$ cat config.mk
export PLATFORM = sky130hd
export DESIGN_NAME = onewire_master_bit_engine_flat
export DESIGN_NICKNAME = d
export VERILOG_FILES = /design/src/hdl/owm_pkg.sv /design/src/hdl/owm_if.sv /design/src/hdl/onewire_master_bit_engine.sv /design/src/hdl/owm_cfg.sv /design/src/hdl/owm_step.sv /design/src/flat_wrapper.sv
export VERILOG_INCLUDE_DIRS = /design/src /design/src/hdl
export SDC_FILE = /design/constraint.sdc
export NUM_CORES = 1
export LEC_CHECK = 0
export ABC_AREA = 1
export ABC_CLOCK_PERIOD_IN_PS = 6000
export BUFFER_PORTS_ARGS = -buffer_cell sky130_fd_sc_hd__buf_2
export CORE_ASPECT_RATIO = 0.8
export CORE_MARGIN = 4
export CORE_UTILIZATION = 25
export DETAILED_ROUTE_END_ITERATION = 8
export GPL_TIMING_DRIVEN = 1
export PLACE_DENSITY_LB_ADDON = 0.1
export SYNTH_ARGS = -nofsm -noshare
export SYNTH_HDL_FRONTEND = slang
export SYNTH_SLANG_ARGS = --single-unit
$ cat constraint.sdc
create_clock -name clk -period 6 [get_ports clk]
set_input_delay 0.3 -clock clk [delete_from_list [all_inputs] [get_ports clk]]
set_output_delay 0.3 -clock clk [all_outputs]
set_load 0.005 [all_outputs]
$ cat src/hdl/onewire_master_bit_engine_assert.svh
// ---------------------------------------------------------------------------
// onewire_master_bit_engine_assert.svh
// assertion macros used by the one-wire master rtl
// ---------------------------------------------------------------------------
`ifndef ONEWIRE_MASTER_BIT_ENGINE_ASSERT_SVH
`define ONEWIRE_MASTER_BIT_ENGINE_ASSERT_SVH

// same-cycle implication
`define OWM_ASSERT_NOW(name, clk, rst_n, ante, cons, msg) \
	name: assert property (@(posedge clk) disable iff (!rst_n) (ante) |-> (cons)) \
		else $error(msg);

// next-cycle implication
`define OWM_ASSERT_NEXT(name, clk, rst_n, ante, cons, msg) \
	name: assert property (@(posedge clk) disable iff (!rst_n) (ante) |=> (cons)) \
		else $error(msg);

`endif

$ cat src/hdl/owm_pkg.sv
// ---------------------------------------------------------------------------
// owm_pkg
// types, codes and helpers of the one-wire master bit engine
// ---------------------------------------------------------------------------
`default_nettype none

package owm_pkg;

	// request codes
	localparam logic [2:0] REQ_TICK    = 3'd0;
	localparam logic [2:0] REQ_RESET   = 3'd1;
	localparam logic [2:0] REQ_WR_BYTE = 3'd2;
	localparam logic [2:0] REQ_RD_BYTE = 3'd3;
	localparam logic [2:0] REQ_WR_BIT  = 3'd4;
	localparam logic [2:0] REQ_RD_BIT  = 3'd5;

	// configuration register indexes
	localparam logic [2:0] CFG_RESET_LOW  = 3'd0;
	localparam logic [2:0] CFG_PRES_DELAY = 3'd1;
	localparam logic [2:0] CFG_PRES_WIN   = 3'd2;
	localparam logic [2:0] CFG_PRES_MIN   = 3'd3;
	localparam logic [2:0] CFG_SLOT_LOW   = 3'd4;
	localparam logic [2:0] CFG_SAMPLE_DLY = 3'd5;
	localparam logic [2:0] CFG_SLOT_HOLD  = 3'd6;
	localparam logic [2:0] CFG_RECOVERY   = 3'd7;

	localparam int CFG_IDX_W  = 3;
	localparam int CFG_DATA_W = 10;
	localparam int TIMER_W    = 10;

	// reset values of the timing registers
	localparam logic [9:0] RST_RESET_LOW  = 10'd600;
	localparam logic [7:0] RST_PRES_DELAY = 8'd15;
	localparam logic [9:0] RST_PRES_WIN   = 10'd500;
	localparam logic [9:0] RST_PRES_MIN   = 10'd60;
	localparam logic [3:0] RST_SLOT_LOW   = 4'd2;
	localparam logic [3:0] RST_SAMPLE_DLY = 4'd5;
	localparam logic [6:0] RST_SLOT_HOLD  = 7'd60;
	localparam logic [3:0] RST_RECOVERY   = 4'd2;

	localparam logic [9:0] LOW_CNT_MAX = 10'd1023;
	localparam logic [7:0] CRC_POLY    = 8'h8C;

	typedef enum logic [11:0] {
		PH_IDLE       = 12'b0000_0000_0001,
		PH_RST_LOW    = 12'b0000_0000_0010,
		PH_RST_WAIT   = 12'b0000_0000_0100,
		PH_RST_SAMPLE = 12'b0000_0000_1000,
		PH_WR_LOW     = 12'b0000_0001_0000,
		PH_WR_HOLD    = 12'b0000_0010_0000,
		PH_WR_REC     = 12'b0000_0100_0000,
		PH_RD_LOW     = 12'b0000_1000_0000,
		PH_RD_WAIT    = 12'b0001_0000_0000,
		PH_RD_SAMPLE  = 12'b0010_0000_0000,
		PH_RD_HOLD    = 12'b0100_0000_0000,
		PH_RD_REC     = 12'b1000_0000_0000
	} phase_t;

	typedef struct packed {
		logic [9:0] reset_low_us;
		logic [7:0] presence_delay_us;
		logic [9:0] presence_window_us;
		logic [9:0] presence_min_count;
		logic [3:0] slot_low_us;
		logic [3:0] sample_delay_us;
		logic [6:0] slot_hold_us;
		logic [3:0] recovery_us;
	} cfg_t;

	typedef struct packed {
		logic [2:0] req_type;
		logic [7:0] data_byte;
		logic       line_level;
	} item_t;

	typedef struct packed {
		logic       line_low;
		logic       busy_res;
		logic       done_res;
		logic       presence;
		logic [7:0] read_data;
		logic [7:0] crc_value;
		logic       cmd_rejected;
	} result_t;

	// dallas crc8, reflected, one byte
	function automatic logic [7:0] crc8_byte(input logic [7:0] crc, input logic [7:0] data);
		logic [7:0] c;
		c = crc ^ data;
		for (int k = 0; k < 8; k++) begin
			c = c[0] ? ((c >> 1) ^ CRC_POLY) : (c >> 1);
		end
		return c;
	endfunction

endpackage

`default_nettype wire

$ cat src/hdl/owm_if.sv
// ---------------------------------------------------------------------------
// owm_if
// valid/ready channels of the one-wire master: requests, results, config
// ---------------------------------------------------------------------------
`default_nettype none

interface owm_req_if;
	import owm_pkg::*;
	logic       valid;
	logic       ready;
	logic [2:0] req_type;
	logic [7:0] data_byte;
	logic       line_level;
	modport source (output valid, req_type, data_byte, line_level, input ready);
	modport sink (input valid, req_type, data_byte, line_level, output ready);
endinterface

interface owm_res_if;
	import owm_pkg::*;
	logic       valid;
	logic       ready;
	logic       line_low;
	logic       busy_res;
	logic       done_res;
	logic       presence;
	logic [7:0] read_data;
	logic [7:0] crc_value;
	logic       cmd_rejected;
	modport source (output valid, line_low, busy_res, done_res, presence, read_data,
		crc_value, cmd_rejected, input ready);
	modport sink (input valid, line_low, busy_res, done_res, presence, read_data,
		crc_value, cmd_rejected, output ready);
endinterface

interface owm_cfg_if;
	import owm_pkg::*;
	logic                  valid;
	logic                  ready;
	logic [CFG_IDX_W-1:0]  reg_index;
	logic [CFG_DATA_W-1:0] wdata;
	modport source (output valid, reg_index, wdata, input ready);
	modport sink (input valid, reg_index, wdata, output ready);
endinterface

`default_nettype wire

$ cat src/hdl/onewire_master_bit_engine.sv
// ---------------------------------------------------------------------------
// onewire_master_bit_engine
// one-wire bus master stepped by 1 us tick items and command items
// ---------------------------------------------------------------------------
//  channel  dir  beat carries
//  req      in   req_type, data_byte, line_level
//  res      out  line_low, busy_res, done_res, presence, read_data,
//                crc_value, cmd_rejected
//  cfg      in   reg_index, wdata (always ready)
//
//  one beat per cycle in and out while results are taken; a result passes
//  input register, then result register; bus state updates between them.
//  arst_n clears all bus state and returns timing registers to defaults.
//  a stalled result holds the update stage; the input register still takes
//  one more beat, then req.ready drops until the result is taken.
// ---------------------------------------------------------------------------
`default_nettype none

module onewire_master_bit_engine (
	input  wire logic clk,
	input  wire logic arst_n,
	owm_req_if.sink   req,
	owm_res_if.source res,
	owm_cfg_if.sink   cfg
);
	import owm_pkg::*;

	`include "onewire_master_bit_engine_assert.svh"

	item_t   item_s1;
	logic    vld_s1;
	logic    advance;
	cfg_t    regs;
	result_t step_res, res_q;
	logic    res_vld_q;

	assign advance   = vld_s1 && (!res_vld_q || res.ready);
	assign req.ready = !vld_s1 || advance;

	always_ff @(posedge clk or negedge arst_n) begin
		if (!arst_n) begin
			vld_s1 <= 1'b0;
		end else if (req.ready) begin
			vld_s1 <= req.valid;
		end
	end

	always_ff @(posedge clk) begin
		if (req.ready && req.valid) begin
			item_s1.req_type   <= req.req_type;
			item_s1.data_byte  <= req.data_byte;
			item_s1.line_level <= req.line_level;
		end
	end

	owm_cfg u_cfg (
		.clk    (clk),
		.arst_n (arst_n),
		.cfg    (cfg),
		.regs   (regs)
	);

	owm_step u_step (
		.clk    (clk),
		.arst_n (arst_n),
		.step   (advance),
		.item   (item_s1),
		.regs   (regs),
		.res    (step_res)
	);

	always_ff @(posedge clk or negedge arst_n) begin
		if (!arst_n) begin
			res_vld_q <= 1'b0;
		end else if (advance) begin
			res_vld_q <= 1'b1;
		end else if (res.ready) begin
			res_vld_q <= 1'b0;
		end
	end

	always_ff @(posedge clk) begin
		if (advance) res_q <= step_res;
	end

	assign res.valid        = res_vld_q;
	assign res.line_low     = res_q.line_low;
	assign res.busy_res     = res_q.busy_res;
	assign res.done_res     = res_q.done_res;
	assign res.presence     = res_q.presence;
	assign res.read_data    = res_q.read_data;
	assign res.crc_value    = res_q.crc_value;
	assign res.cmd_rejected = res_q.cmd_rejected;

	// a finished operation leaves the bus idle and released
	`OWM_ASSERT_NOW(a_done_idle, clk, arst_n, res_vld_q && res_q.done_res,
		!res_q.busy_res && !res_q.line_low, "done result still busy or driving")
	// rejection only happens with an operation in flight
	`OWM_ASSERT_NOW(a_rej_busy, clk, arst_n, res_vld_q && res_q.cmd_rejected,
		res_q.busy_res && !res_q.done_res, "rejected command while not busy")
	// a stalled update stage blocks the input
	`OWM_ASSERT_NOW(a_stall_blocks, clk, arst_n, vld_s1 && res_vld_q && !res.ready,
		!req.ready, "input taken while update stage stalled")
	// every update produces a waiting result
	`OWM_ASSERT_NEXT(a_adv_result, clk, arst_n, advance, res_vld_q,
		"update without result")

endmodule

`default_nettype wire

$ cat src/hdl/owm_cfg.sv
// ---------------------------------------------------------------------------
// owm_cfg
// timing register file written through the configuration channel
// ---------------------------------------------------------------------------
`default_nettype none

module owm_cfg (
	input  wire logic          clk,
	input  wire logic          arst_n,
	owm_cfg_if.sink            cfg,
	output owm_pkg::cfg_t      regs
);
	import owm_pkg::*;

	cfg_t regs_q;

	assign cfg.ready = 1'b1;
	assign regs      = regs_q;

	always_ff @(posedge clk or negedge arst_n) begin
		if (!arst_n) begin
			regs_q.reset_low_us       <= RST_RESET_LOW;
			regs_q.presence_delay_us  <= RST_PRES_DELAY;
			regs_q.presence_window_us <= RST_PRES_WIN;
			regs_q.presence_min_count <= RST_PRES_MIN;
			regs_q.slot_low_us        <= RST_SLOT_LOW;
			regs_q.sample_delay_us    <= RST_SAMPLE_DLY;
			regs_q.slot_hold_us       <= RST_SLOT_HOLD;
			regs_q.recovery_us        <= RST_RECOVERY;
		end else if (cfg.valid) begin
			unique case (cfg.reg_index)
				CFG_RESET_LOW:  regs_q.reset_low_us       <= cfg.wdata;
				CFG_PRES_DELAY: regs_q.presence_delay_us  <= cfg.wdata[7:0];
				CFG_PRES_WIN:   regs_q.presence_window_us <= cfg.wdata;
				CFG_PRES_MIN:   regs_q.presence_min_count <= cfg.wdata;
				CFG_SLOT_LOW:   regs_q.slot_low_us        <= cfg.wdata[3:0];
				CFG_SAMPLE_DLY: regs_q.sample_delay_us    <= cfg.wdata[3:0];
				CFG_SLOT_HOLD:  regs_q.slot_hold_us       <= cfg.wdata[6:0];
				CFG_RECOVERY:   regs_q.recovery_us        <= cfg.wdata[3:0];
				default: ;
			endcase
		end
	end

endmodule

`default_nettype wire

$ cat src/hdl/owm_step.sv
// ---------------------------------------------------------------------------
// owm_step
// bus state and combinational update for one tick or command
// ---------------------------------------------------------------------------
`default_nettype none

module owm_step (
	input  wire logic          clk,
	input  wire logic          arst_n,
	input  wire logic          step,
	input  wire owm_pkg::item_t item,
	input  wire owm_pkg::cfg_t regs,
	output owm_pkg::result_t   res
);
	import owm_pkg::*;

	typedef struct packed {
		phase_t             phase;
		logic [TIMER_W-1:0] timer;
	} enter_t;

	phase_t             phase_q, phase_nxt;
	logic [TIMER_W-1:0] timer_q, timer_nxt, timer_dec;
	logic [2:0]         bit_q, bit_nxt;
	logic [7:0]         shift_q, shift_nxt;
	logic [9:0]         low_cnt_q, low_cnt_nxt;
	logic               pres_q, pres_nxt;
	logic [7:0]         crc_q, crc_nxt;
	logic               byte_mode_q, byte_mode_nxt;
	logic [7:0]         last_rd_q, last_rd_nxt;
	logic               is_cmd, done, rejected, drive;
	enter_t             ent;

	// phase entry with zero-length waits skipped, other zero lengths as one
	function automatic enter_t enter_phase(input phase_t ph, input cfg_t c);
		enter_t e;
		phase_t p;
		p = ph;
		if (p == PH_RST_WAIT && c.presence_delay_us == '0) p = PH_RST_SAMPLE;
		if (p == PH_RD_WAIT && c.sample_delay_us == '0) p = PH_RD_SAMPLE;
		e.phase = p;
		unique case (p)
			PH_RST_LOW:    e.timer = (c.reset_low_us == '0) ? 10'd1 : c.reset_low_us;
			PH_RST_WAIT:   e.timer = {2'b0, c.presence_delay_us};
			PH_RST_SAMPLE: e.timer = (c.presence_window_us == '0) ? 10'd1
				: c.presence_window_us;
			PH_WR_LOW, PH_RD_LOW:
				e.timer = (c.slot_low_us == '0) ? 10'd1 : {6'b0, c.slot_low_us};
			PH_WR_HOLD, PH_RD_HOLD:
				e.timer = (c.slot_hold_us == '0) ? 10'd1 : {3'b0, c.slot_hold_us};
			PH_RD_WAIT:    e.timer = {6'b0, c.sample_delay_us};
			PH_RD_SAMPLE:  e.timer = 10'd1;
			PH_WR_REC, PH_RD_REC:
				e.timer = (c.recovery_us == '0) ? 10'd1 : {6'b0, c.recovery_us};
			default: begin
				e.phase = PH_IDLE;
				e.timer = '0;
			end
		endcase
		return e;
	endfunction

	assign is_cmd = (item.req_type == REQ_RESET) || (item.req_type == REQ_WR_BYTE)
		|| (item.req_type == REQ_RD_BYTE) || (item.req_type == REQ_WR_BIT)
		|| (item.req_type == REQ_RD_BIT);
	assign timer_dec = (timer_q != '0) ? timer_q - 10'd1 : '0;

	always_comb begin
		phase_nxt     = phase_q;
		timer_nxt     = timer_q;
		bit_nxt       = bit_q;
		shift_nxt     = shift_q;
		low_cnt_nxt   = low_cnt_q;
		pres_nxt      = pres_q;
		crc_nxt       = crc_q;
		byte_mode_nxt = byte_mode_q;
		last_rd_nxt   = last_rd_q;
		done          = 1'b0;
		rejected      = 1'b0;
		ent           = enter_phase(PH_IDLE, regs);

		if (is_cmd) begin
			if (phase_q != PH_IDLE) begin
				rejected = 1'b1;
			end else begin
				bit_nxt = '0;
				unique case (item.req_type) inside
					REQ_RESET: begin
						crc_nxt     = '0;
						pres_nxt    = 1'b0;
						low_cnt_nxt = '0;
						ent         = enter_phase(PH_RST_LOW, regs);
					end
					REQ_WR_BYTE, REQ_WR_BIT: begin
						byte_mode_nxt = (item.req_type == REQ_WR_BYTE);
						shift_nxt     = (item.req_type == REQ_WR_BYTE) ? item.data_byte
							: {7'b0, item.data_byte[0]};
						ent           = enter_phase(PH_WR_LOW, regs);
					end
					default: begin
						byte_mode_nxt = (item.req_type == REQ_RD_BYTE);
						shift_nxt     = '0;
						ent           = enter_phase(PH_RD_LOW, regs);
					end
				endcase
				phase_nxt = ent.phase;
				timer_nxt = ent.timer;
			end
		end else if (phase_q != PH_IDLE) begin
			if (phase_q == PH_RST_SAMPLE && !item.line_level && low_cnt_q < LOW_CNT_MAX)
				low_cnt_nxt = low_cnt_q + 10'd1;
			if (phase_q == PH_RD_SAMPLE) begin
				if (byte_mode_q) shift_nxt = shift_q | ({7'b0, item.line_level} << bit_q);
				else last_rd_nxt = {7'b0, item.line_level};
			end
			timer_nxt = timer_dec;
			if (timer_dec == '0) begin
				unique case (phase_q)
					PH_RST_LOW:   ent = enter_phase(PH_RST_WAIT, regs);
					PH_RST_WAIT:  ent = enter_phase(PH_RST_SAMPLE, regs);
					PH_RST_SAMPLE: begin
						pres_nxt = (low_cnt_nxt > regs.presence_min_count);
						done     = 1'b1;
					end
					PH_WR_LOW:    ent = enter_phase(PH_WR_HOLD, regs);
					PH_WR_HOLD:   ent = enter_phase(PH_WR_REC, regs);
					PH_RD_LOW:    ent = enter_phase(PH_RD_WAIT, regs);
					PH_RD_WAIT:   ent = enter_phase(PH_RD_SAMPLE, regs);
					PH_RD_SAMPLE: ent = enter_phase(PH_RD_HOLD, regs);
					PH_RD_HOLD:   ent = enter_phase(PH_RD_REC, regs);
					PH_WR_REC, PH_RD_REC: begin
						// slot end: next bit of a byte, or finish
						if (byte_mode_q && bit_q != 3'd7) begin
							bit_nxt = bit_q + 3'd1;
							ent     = enter_phase((phase_q == PH_RD_REC) ? PH_RD_LOW
								: PH_WR_LOW, regs);
						end else begin
							done = 1'b1;
							if (phase_q == PH_RD_REC && byte_mode_q) begin
								last_rd_nxt = shift_q;
								crc_nxt     = crc8_byte(crc_q, shift_q);
							end
						end
					end
					default: ;
				endcase
				phase_nxt = ent.phase;
				timer_nxt = ent.timer;
			end
		end

		drive = 1'b0;
		if (phase_nxt == PH_RST_LOW || phase_nxt == PH_WR_LOW || phase_nxt == PH_RD_LOW)
			drive = 1'b1;
		else if (phase_nxt == PH_WR_HOLD)
			drive = ~shift_nxt[bit_nxt];
	end

	always_comb begin
		res.line_low     = drive;
		res.busy_res     = (phase_nxt != PH_IDLE);
		res.done_res     = done;
		res.presence     = pres_nxt;
		res.read_data    = last_rd_nxt;
		res.crc_value    = crc_nxt;
		res.cmd_rejected = rejected;
	end

	always_ff @(posedge clk or negedge arst_n) begin
		if (!arst_n) begin
			phase_q     <= PH_IDLE;
			timer_q     <= '0;
			bit_q       <= '0;
			shift_q     <= '0;
			low_cnt_q   <= '0;
			pres_q      <= 1'b0;
			crc_q       <= '0;
			byte_mode_q <= 1'b0;
			last_rd_q   <= '0;
		end else if (step) begin
			phase_q     <= phase_nxt;
			timer_q     <= timer_nxt;
			bit_q       <= bit_nxt;
			shift_q     <= shift_nxt;
			low_cnt_q   <= low_cnt_nxt;
			pres_q      <= pres_nxt;
			crc_q       <= crc_nxt;
			byte_mode_q <= byte_mode_nxt;
			last_rd_q   <= last_rd_nxt;
		end
	end

endmodule

`default_nettype wire

$ cat src/flat_wrapper.sv
// flat-port wrapper written by rule: the top's interface ports become plain ports
module onewire_master_bit_engine_flat import owm_pkg::*;
  (clk, arst_n, req_valid, req_req_type, req_data_byte, req_line_level, req_ready, res_valid, res_line_low, res_busy_res, res_done_res, res_presence, res_read_data, res_crc_value, res_cmd_rejected, res_ready, cfg_valid, cfg_reg_index, cfg_wdata, cfg_ready);
  owm_req_if req_i ();
  owm_res_if res_i ();
  owm_cfg_if cfg_i ();
  input  wire logic clk;
  input  wire logic arst_n;
  input wire logic [$bits(req_i.valid)-1:0] req_valid;
  input wire logic [$bits(req_i.req_type)-1:0] req_req_type;
  input wire logic [$bits(req_i.data_byte)-1:0] req_data_byte;
  input wire logic [$bits(req_i.line_level)-1:0] req_line_level;
  output wire logic [$bits(req_i.ready)-1:0] req_ready;
  output wire logic [$bits(res_i.valid)-1:0] res_valid;
  output wire logic [$bits(res_i.line_low)-1:0] res_line_low;
  output wire logic [$bits(res_i.busy_res)-1:0] res_busy_res;
  output wire logic [$bits(res_i.done_res)-1:0] res_done_res;
  output wire logic [$bits(res_i.presence)-1:0] res_presence;
  output wire logic [$bits(res_i.read_data)-1:0] res_read_data;
  output wire logic [$bits(res_i.crc_value)-1:0] res_crc_value;
  output wire logic [$bits(res_i.cmd_rejected)-1:0] res_cmd_rejected;
  input wire logic [$bits(res_i.ready)-1:0] res_ready;
  input wire logic [$bits(cfg_i.valid)-1:0] cfg_valid;
  input wire logic [$bits(cfg_i.reg_index)-1:0] cfg_reg_index;
  input wire logic [$bits(cfg_i.wdata)-1:0] cfg_wdata;
  output wire logic [$bits(cfg_i.ready)-1:0] cfg_ready;
  assign req_i.valid = req_valid;
  assign req_i.req_type = req_req_type;
  assign req_i.data_byte = req_data_byte;
  assign req_i.line_level = req_line_level;
  assign req_ready = req_i.ready;
  assign res_valid = res_i.valid;
  assign res_line_low = res_i.line_low;
  assign res_busy_res = res_i.busy_res;
  assign res_done_res = res_i.done_res;
  assign res_presence = res_i.presence;
  assign res_read_data = res_i.read_data;
  assign res_crc_value = res_i.crc_value;
  assign res_cmd_rejected = res_i.cmd_rejected;
  assign res_i.ready = res_ready;
  assign cfg_i.valid = cfg_valid;
  assign cfg_i.reg_index = cfg_reg_index;
  assign cfg_i.wdata = cfg_wdata;
  assign cfg_ready = cfg_i.ready;
  onewire_master_bit_engine u_core (.clk(clk), .arst_n(arst_n), .req(req_i), .res(res_i), .cfg(cfg_i));
endmodule
==> flow_summary.json <==
{
  "ys.flop_type": "dfrtp_1",
  "yosys-top-cells-area": "dfrtp_1, edfxtp_1, nand2_1, o21ai_0, dfstp_2",
  "finalMaxSlewViolations": 0,
  "grt_max_degree": 72,
  "vdd_drop_max_v": 0.000200,
  "hp-class": "in2reg",
  "place_inst": 1592,
  "io_buffers": 52,
  "r2r_cells": 18,
  "synth_edf_count": 33,
  "grt_setup_unrepaired": "false",
  "drc": 0,
  "grt_overflow": 0,
  "start_kind": "flop",
  "cts_tree": "built",
  "cp-end-kind": "flop",
  "fin_nets": 1192,
  "syn_area_per_cell_sq_um": 7.89,
  "power_leakage_nw": 4.45,
  "yosysSeqAreaShare_pct": 46.4,
  "whs_path_depth": 1,
  "antenna_found_initial": 1,
  "hold_viol": 0,
  "post-dp-hpwl_um": 20200,
  "first_pass_iters": 5,
  "wire_per_inst_um": 16.6,
  "track_usage_pct": 14.6,
  "post-route-period-util_pct": 57.5,
  "worst_path_most_repeated_cell": "nand2_1",
  "final_cell_mix": "nand2_1, inv_1, o21ai_0",
  "ys_warn_count": 0,
  "tightest_slew_ns": 0.953,
  "dr.first_iter.drc_count": 605,
  "yosys.area.top_type_share_pct": 26.8,
  "ios": 54,
  "cts_inserted_buffers": 17,
  "crit_fanout": 5,
  "fin_crit_ns": 3.45,
  "cts-resized-gates": 0,
  "required_ns": 6.37,
  "fmax_ghz": 0.290,
  "grt_pass1_vias": 7104,
  "synth_area_sq_um": 8670,
  "die_y_um": 175,
  "clock_latency_ns": 0.44,
  "diodes": 0,
  "ys_seq_elements": 153,
  "via_per_inst": 4.54,
  "synth-async-reset-ratio_pct": 78.4,
  "finalNonFillerCells": 1625,
  "syn_to_final_growth_pct": 15.5,
  "path_clk_slew_ns": 0.06,
  "status": "finished clean",
  "cts_max_path_buffers": 2,
  "placeableCoreArea_sq_um": 33900,
  "crit_arrival_ns": 3.82,
  "start_util_pct": 25.6,
  "clockRootBuffer": "clkbuf_16",
  "postCtsSetupBuffers": 0,
  "drive_above_1_share_pct": 13.7,
  "synth.distinct_cells": 57,
  "crit_chain": "inv_1, nor4_1, nand2_1, nor3_1, nor3_2, nand2_1, xor2_1, inv_1, ha_1, nand2_1, o21a_1, o21ai_0, a21oi_1, o211ai_1, o2111ai_1, a21oi_1, nand2_1, nand2_1",
  "final.setup_skew_ns": 0.0135,
  "ant_nets": 0,
  "cts_max_level": 4,
  "routed_wl_um": 27000,
  "num_vias": 7377,
  "crit_slowest_cell": "nor3_1",
  "grt_pass1_wl_um": 42700,
  "holdBufCountCts": 1,
  "gp_congestion": 0.811,
  "die_x_um": 216,
  "final.setup.tns_ns": 0,
  "p_per_area_nw_per_um2": 441,
  "cts.sinks": 153,
  "synth_nets": 1145,
  "relSlewSlack_pct": 36.1,
  "dieArea_sq_um": 37800,
  "rows": 60,
  "cap_violations": 0,
  "setup_viol": 0,
  "critPathKind": "reg2reg",
  "netlist_instances": 1100,
  "synth_top_area_cell": "dfrtp_1",
  "layout_commonest_cell": "nand2_1",
  "max_stage_delay_ns": 0.49
}
worst max-delay path: cells and delay by family, from the launching register on:
family / cells / cell delay (ns)
xor gates and xnor gates: 1 / 0.19
adders and majority gates: 1 / 0.29
buffers and inverters: 2 / 0.13
DFF: 1 / 0.38
and+or+nand+nor: 8 / 1.46
AOI/OAI and AO/OA: 6 / 0.94
Yosys cell counts (20+ instances only):
| master | count |
|---|---|
| inv_1 | 155 |
| clkbuf_1 | 22 |
| nor2_1 | 62 |
| o22ai_1 | 20 |
| a21oi_1 | 29 |
| nor3_1 | 23 |
| nand3_1 | 56 |
| o21ai_0 | 152 |
| nand2_1 | 261 |
| edfxtp_1 | 33 |
| dfrtp_1 | 93 |
| dfstp_2 | 27 |
logic make-up (layout without fill, tap and decap cells):
group	Yosys count	after routing	synth area share [%]
buffers and inverters	192	252	8.47
adders and majority gates	15	15	2.16
xor gates and xnor gates	32	32	3.23
other	1	1	0.0432
AOI/OAI and AO/OA	250	250	16.3
DFF	153	153	46.4
and+or+nand+nor	457	457	23.3
per-layer routing:
layer	GRT usage, %	wire (um)
met1	23.6	15200
met2	19.8	10600
met3	2.63	958
met4	3.36	238
met5	0	0
registers in the layout, indices dropped and copies added (netlist names):
name and flops:
u_core.item_s1 12, u_core.res.busy_res 1, u_core.res.cmd_rejected 1, u_core.res.crc_value 8, u_core.res.done_res 1, u_core.res.line_low 1, u_core.res.presence 1, u_core.res.read_data 8
u_core.res.valid 1, u_core.u_cfg.regs 57, u_core.u_step.bit_q 3, u_core.u_step.byte_mode_q 1, u_core.u_step.crc_q 8, u_core.u_step.last_rd_q 8, u_core.u_step.low_cnt_q 10, u_core.u_step.phase_q 12
u_core.u_step.pres_q 1, u_core.u_step.shift_q 8, u_core.u_step.timer_q 10, u_core.vld_s1 1
cell type report:
class,count,area (sq um)
fillers,3704,23900
multi-input cells,755,3920
inverters,162,608
flip-flops and latches,153,4030
well taps,465,582
clock buffers,20,457
clock inverters,12,113
repair buffers,58,310
where the power goes:
part	switching (W)	internal [W]	leakage [nW]	total, W
clock network	0.000476	0.000598	0.279	0.00107
registers	0.000209	0.00136	1.81	0.00157
logic	0.00117	0.000607	2.36	0.00177
total	0.00185	0.00257	4.45	0.00442
worst paths after layout:
path	startpoint	slack (ns)	to
max	u_core.u_step.low_cnt_q[6]$_DFFE_PN0P_	2.55	u_core.u_step.pres_q$_DFFE_PN0P_
min	req_data_byte[7]	0.04	u_core.item_s1[8]$_DFFE_PP_
max reg2reg	u_core.u_step.low_cnt_q[6]$_DFFE_PN0P_	2.55	u_core.u_step.pres_q$_DFFE_PN0P_
min reg2reg	u_core.u_cfg.regs[26]$_DFFE_PN0P_	0.49	u_core.u_cfg.regs[26]$_DFFE_PN0P_
max in group asynchronous	arst_n	4.12	u_core.u_step.timer_q[6]$_DFFE_PN0P_
min in group asynchronous	arst_n	0.48	u_core.u_step.low_cnt_q[9]$_DFFE_PN0P_
metrics by stage:
step / power [W] / setup slack [ns] / utilization [%] / hold slack, ns / instance area, sq um
2_1_floorplan: 0.00284 / 3.04 / - / 0.00441 / 8670
3_3_place_gp: 0.00338 / 2.61 / 27.8 / 0.427 / 9440
3_5_place_dp: 0.00335 / 2.56 / 27.8 / 0.421 / 9440
4_1_cts: 0.00446 / 2.54 / 29.5 / 0.0142 / 10000
5_1_grt: 0.00477 / 2.09 / 29.5 / 0.0161 / 10000
6_report: 0.00442 / 2.55 / 29.5 / 0.0385 / 10000
Power figures use the tool's default switching activity.
